==> config.mk <==
export PLATFORM = sky130hd
export DESIGN_NAME = pse_front
export DESIGN_NICKNAME = d
export VERILOG_FILES = /design/src/design/pse_pkg.sv /design/src/design/pse_front.sv
export SDC_FILE = /design/constraint.sdc
export NUM_CORES = 1
export LEC_CHECK = 0
export BUFFER_PORTS_ARGS = -buffer_cell sky130_fd_sc_hd__buf_4
export CAP_MARGIN = 0
export CELL_PAD_IN_SITES_DETAIL_PLACEMENT = 1
export CELL_PAD_IN_SITES_GLOBAL_PLACEMENT = 2
export CORE_MARGIN = 8
export CORE_UTILIZATION = 38
export DETAILED_ROUTE_END_ITERATION = 16
export PLACE_DENSITY_LB_ADDON = 0.1
export SYNTH_ARGS = -nofsm -noshare
export SYNTH_HDL_FRONTEND = slang
export SYNTH_SLANG_ARGS = --single-unit
==> constraint.sdc <==
create_clock -name aclk -period 5.6 [get_ports aclk]
set_clock_uncertainty 0.05 [all_clocks]
set_input_delay 1.4 -clock aclk [delete_from_list [all_inputs] [get_ports aclk]]
set_output_delay 1.4 -clock aclk [all_outputs]
set_load 0.01 [all_outputs]
==> src/design/pse_pkg.sv <==
package pse_pkg;

    localparam int DATA_W = 64;
    localparam int STACK_DEPTH_DEF = 64;
    localparam int QUEUE_DEPTH = 2;
    localparam int Q_PTR_W = 1;

    typedef enum logic [1:0] {
        ACT_PUSH = 2'd0,
        ACT_OPER = 2'd1,
        ACT_END  = 2'd2,
        ACT_NONE = 2'd3
    } action_t;

    typedef enum logic [2:0] {
        OP_ADD = 3'd0,
        OP_SUB = 3'd1,
        OP_MUL = 3'd2,
        OP_DIV = 3'd3,
        OP_MOD = 3'd4,
        OP_POW = 3'd5,
        OP_BAD6 = 3'd6,
        OP_BAD7 = 3'd7
    } op_t;

    typedef enum logic [2:0] {
        ST_OK        = 3'd0,
        ST_OVERFLOW  = 3'd1,
        ST_BAD_OP    = 3'd2,
        ST_MALFORMED = 3'd3,
        ST_DIV_ZERO  = 3'd4,
        ST_NEG_EXP   = 3'd5
    } status_t;

    typedef struct packed {
        action_t           action;
        op_t               op;
        logic [DATA_W-1:0] value;
    } token_t;

    typedef enum logic [3:0] {
        S_IDLE,
        S_RD1,
        S_RD2,
        S_RDWAIT,
        S_EXEC,
        S_DIV,
        S_DIVFIX,
        S_POW,
        S_MUL,
        S_WRITE,
        S_END_RD,
        S_END_WAIT,
        S_OUT
    } state_t;

endpackage

==> src/design/pse_front.sv <==
module pse_front (
    input  logic                 aclk,
    input  logic                 aresetn,
    input  logic                 s_tvalid,
    output logic                 s_tready,
    input  logic [71:0]          s_tdata,
    output logic                 q_valid,
    input  logic                 q_pop,
    output pse_pkg::token_t      q_token
);

    pse_pkg::token_t              fifo_reg [pse_pkg::QUEUE_DEPTH];
    logic [pse_pkg::Q_PTR_W-1:0]  wr_ptr_reg;
    logic [pse_pkg::Q_PTR_W-1:0]  rd_ptr_reg;
    logic [pse_pkg::Q_PTR_W:0]    count_reg;
    pse_pkg::token_t              tok;
    logic                         push;

    // drop unused action at the front
    always_comb begin
        tok.action = pse_pkg::action_t'(s_tdata[1:0]);
        tok.value  = s_tdata[65:2];
        tok.op     = pse_pkg::op_t'(s_tdata[68:66]);
    end

    assign s_tready = (count_reg != (pse_pkg::Q_PTR_W+1)'(pse_pkg::QUEUE_DEPTH));
    assign push     = s_tvalid && s_tready && (tok.action != pse_pkg::ACT_NONE);
    assign q_valid  = (count_reg != '0);
    assign q_token  = fifo_reg[rd_ptr_reg];

    always_ff @(posedge aclk) begin
        if (push) begin
            fifo_reg[wr_ptr_reg] <= tok;
        end
        if (!aresetn) begin
            wr_ptr_reg <= '0;
            rd_ptr_reg <= '0;
            count_reg  <= '0;
        end else begin
            if (push) begin
                wr_ptr_reg <= wr_ptr_reg + 1'b1;
            end
            if (q_pop) begin
                rd_ptr_reg <= rd_ptr_reg + 1'b1;
            end
            count_reg <= count_reg + (pse_pkg::Q_PTR_W+1)'(push)
                         - (pse_pkg::Q_PTR_W+1)'(q_pop);
        end
    end

endmodule

---- Yosys cells after proc, flatten, opt, wreduce, memory -nomap -nowiden ----
Memories as Yosys holds them, arrays and structs flattened. A register that Yosys moved wholly into a read port is not among the register bits.
Cells that the tools add are included.
word-level totals
  memory bits (read-only) ................. 0
  register bits after elaboration ......... 4
  logic and storage cells ................. 17
  output and inout port bits .............. 71
  latch bits .............................. 0
  memories kept ........................... 1
  RAM bits ................................ 138
memories
  name      words  bits a word  read ports  clocked after memory_dff  write ports  line             text
  fifo_reg  2      69           1           1                         1            pse_front.sv:12  pse_pkg::token_t fifo_reg [pse_pkg::QUEUE_DEPTH];
operators by class
  $add $sub $neg .......................... 4
  bitwise operators ....................... 0
  $lt $le $gt $ge ......................... 0
  muxes and demuxes ....................... 4
  eq/ne operators ......................... 2
  reductions and logical operators ........ 3
  multipliers ............................. 0
  divide/modulo/power cells ............... 0
  shift operators ......................... 0
operator list
  kind                                           number
  two-way mux 1 bit                              4
  inequality test 2 bit (second input constant)  2
  adder 1 bit (second input constant)            2
  adder 2 x 1 -> 2 bit                           1
  logical AND 1 bit                              2
  nonzero test 2 bit                             1
  subtractor 2 x 1 -> 2 bit                      1

---- Logic depth before layout (Yosys ltp) ----
  depth in word-level cells ............... 5
  gate-level depth with buffers ........... 8

---- Worst setup path before layout ----
Ideal clock, no wire load.
  kind .................................... input-to-reg
  from .................................... input s_tvalid
  to ...................................... memory fifo_reg[1][0] (netlist name) (enable)
  cell stages on the path ................. 3
  arrival ................................. 4.673 ns
  buffers on the path ..................... 0
  setup time .............................. 0.496 ns
  required time ........................... 5.054 ns
  slack ................................... 0.381 ns
  cell sequence ........................... a21bo_2 -> nand2b_1 -> nor2_1
between the ends
  word-level cells in the longest chain between the ends .. 4
RTL lines
  element                                  line             text
  start, declared                          pse_front.sv:4   input logic s_tvalid,
  logical AND 1 bit (2 in series)          pse_front.sv:27  assign push = s_tvalid && s_tready && (tok.action != pse_pkg::ACT_NONE);
  two-way mux 1 bit                        pse_front.sv:32  if (push) begin
  two-way mux 1 bit (not written as such)  pse_front.sv:33  fifo_reg[wr_ptr_reg] <= tok;
  end, declared                            pse_front.sv:12
Every way passes these cells.

==> results.sh <==
export IMPL_crit_path_end_kind="primary output"
export IMPL_power_density_nw_per_um2=395
export IMPL_gp_congestion=0.662
export IMPL_postCtsHoldBufs=0
export IMPL_track_usage_pct=12.2
export IMPL_worstSetupStartpointType="register"
export IMPL_drc=0
export IMPL_maxCapViolCount=0
export IMPL_power_switching_uw=631
export IMPL_worst_pin_slew_ps=1020
export IMPL_wl_met1_microns=4250
export IMPL_fp_coreArea_sq_um=13700
export IMPL_grt_pass1_vias=3022
export IMPL_die_h_microns=134
export IMPL_setup_viol=0
export IMPL_rsz0062_at_grt="no"
export IMPL_layout_drive_gt1_share_pct=61.0
export IMPL_postRouteWirelength_microns=10600
export IMPL_hold_path_depth=2
export IMPL_largest_reg_flops=138
export IMPL_first_iter_violations=108
export IMPL_final_util_pct=52.1
export IMPL_met3_length_microns=925
export IMPL_netlist_area_sq_um=5270
export IMPL_worst_r2r_path_depth=4
export IMPL_outcome="finished, final reports clean"
export IMPL_rows=43
export IMPL_yosysMostFrequentCell="edfxtp_1"
export IMPL_fin_crit_ps=3490
export IMPL_ir_drop_v=0.000192
export IMPL_antenna_found_initial=0
export IMPL_start_util_pct=38.4
export IMPL_tns_ps=0
export IMPL_die_area_sq_um=17900
export IMPL_synthDistinctLibCells=19
export IMPL_slew_headroom_pct=32.0
export IMPL_wire_per_inst_microns=17.8
export IMPL_min_path_type="register to register"
export IMPL_max_freq_mhz=287
export IMPL_htree_num_levels=4
export IMPL_post_dp_hpwl_microns=6990
export IMPL_cts_resized=0
export IMPL_tritoncts="built"
export IMPL_final_max_slew_violation_count=0
export IMPL_clockBufferDepth=2
export IMPL_drt_first_pass_iters=4
export IMPL_synth_common_cells="edfxtp_1 (138), mux2_2 (60), mux2_4 (10), buf_2 (5), dfxtp_1 (5)"
export IMPL_crit_type="register to primary output"
export IMPL_required_ps=4150
export IMPL_num_vias=2717
export IMPL_area_growth_pct=35.6
export IMPL_cts_num_sinks=143
export IMPL_synth_top_area_cell="edfxtp_1"
export IMPL_placed_cells=561
export IMPL_ys_seq_area_share_pct=80.5
export IMPL_synthFlopType="edfxtp_1"
export IMPL_fin_nets=477
export IMPL_syn_avg_cell_area_sq_um=21.7
export IMPL_clk_latency_ps=410
export IMPL_synth_seq_cells=143
export IMPL_p_comb_share_pct=13.5
export IMPL_power_uw=2820
export IMPL_dieWidth_microns=134
export IMPL_setup_ws_ps=2110
export IMPL_yosys_top_cells_area="edfxtp_1 (79%), mux2_2 (13%), mux2_4 (2.8%), dfxtp_1 (1.9%), xnor2_1 (0.50%)"
export IMPL_wl_met2_microns=5190
export IMPL_io_buffers=143
export IMPL_p_sw_share_pct=22.4
export IMPL_synth_cells=243
export IMPL_cts_buffers_inserted=17
export IMPL_cp_max_fo=69
export IMPL_dp_slack_ps=2020
export IMPL_power_leakage_uw=0.00267
export IMPL_hold_start="wr_ptr_reg$_SDFFE_PN0P_"
export IMPL_ys_warnings_count=0
export IMPL_n_antenna_cell=0
export IMPL_grt_first_pass_wirelength_microns=16500
export IMPL_intPower_uw=2190
export IMPL_vias_per_cell=4.58
export IMPL_routed_top_layer="met4"
export IMPL_timing_final_crit_share_pct=62.3
export IMPL_cts_root_buf="clkbuf_16"
export IMPL_hold_violations=0
export IMPL_r2r_start="count_reg[1]$_SDFF_PN0_"
export IMPL_post_cts_buffers=0
export IMPL_grt_overflow=0
export IMPL_clk_pin_slew_ps=60
export IMPL_syn_nets=320
export IMPL_seq_power_share_pct=47.0
export IMPL_synth_edf_count=138
export IMPL_synth_top_area_share_pct=78.6
export IMPL_cp_arrival_ps=2040
export IMPL_power_share_clock_pct=39.5
export IMPL_grt_max_degree=70
export IMPL_ant_nets=0
export IMPL_ioPinCount=147
export IMPL_final_cells=593
export IMPL_synthArstFlopShare_pct=0
-- path summary, 6_finish.rpt --
path | endpoint | slack [ps]
max reg2reg | fifo_reg[0][34]$_DFFE_PP_ | 3350
min reg2reg | wr_ptr_reg$_SDFFE_PN0P_ | 440
min | wr_ptr_reg$_SDFFE_PN0P_ | 440
max | q_token[12] | 2110
-- cells by family (layout without fill, tap and decap cells) --
family	after synthesis	after routing	share of synthesized area, %
xor gates and xnor gates	3	3	0.499
DFF	143	143	80.5
buffers and inverters	12	182	1.47
muxes	70	70	15.7
and+or+nand+nor	10	10	1.14
adders and majority gates	1	1	0.237
AOI/OAI and AO/OA	4	4	0.475
-- placed cells by master (no fill, tap or decap) --
cell type   netlist  final
clkinv_4          0      2
inv_2             0      1
and2_1            2      2
clkinv_2          0      3
buf_4             0    145
inv_6             0      1
bufinv_16         0      3
nor2_4            0      1
o21ai_0           2      2
nor2_1            4      3
clkbuf_16         0     17
buf_12            0      1
dfxtp_4           0      1
clkinv_1          0      2
a21bo_2           1      1
or2_2             1      1
a21oi_1           1      1
nand2b_1          1      1
mux2_4           10     10
nor2b_4           1      1
mux2_2           60     60
or3_1             1      1
clkinvlp_4        0      4
edfxtp_1        138    138
inv_1             4      3
ha_1              1      1
dfxtp_1           5      4
xnor2_1           3      3
-- final cells by class --
cell class | count | area [sq um]
clock buffers | 17 | 425
clock inverters | 15 | 169
fillers | 1306 | 6570
inverters | 4 | 15.0
multi-input cells | 88 | 957
flip-flops and latches | 143 | 4250
well taps | 180 | 225
repair buffers | 146 | 1110
-- critical path: stages, from the launching register on --
cell and delay [ps]:
dfxtp_4 1020, mux2_2 430, buf_4 150
-- stage by stage --
| step | cell area (sq um) | hold slack [ps] |
|---|---|---|
| global placement | 6550 | 434 |
| detailed placement | 6550 | 443 |
| CTS | 7150 | 444 |
| floorplan | 5270 | 412 |
| finish | 7150 | 438 |
| global route | 7150 | 487 |
-- per-layer routing --
metal,vias to the layer above,global-route usage (%)
met5,-,0
met4,0,6.18
met3,18,6.17
met2,100,18.9
met1,1334,13.7
li1,1265,-
-- power groups by stage --
stage	Combinational, uW	Clock [uW]	Sequential [uW]
floorplan	211	0	1330
global placement	390	0	1350
detailed placement	392	0	1350
CTS	394	1140	1330
global route	417	1180	1340
finish	382	1110	1330
Note: power is estimated with default switching activity, not from simulation.
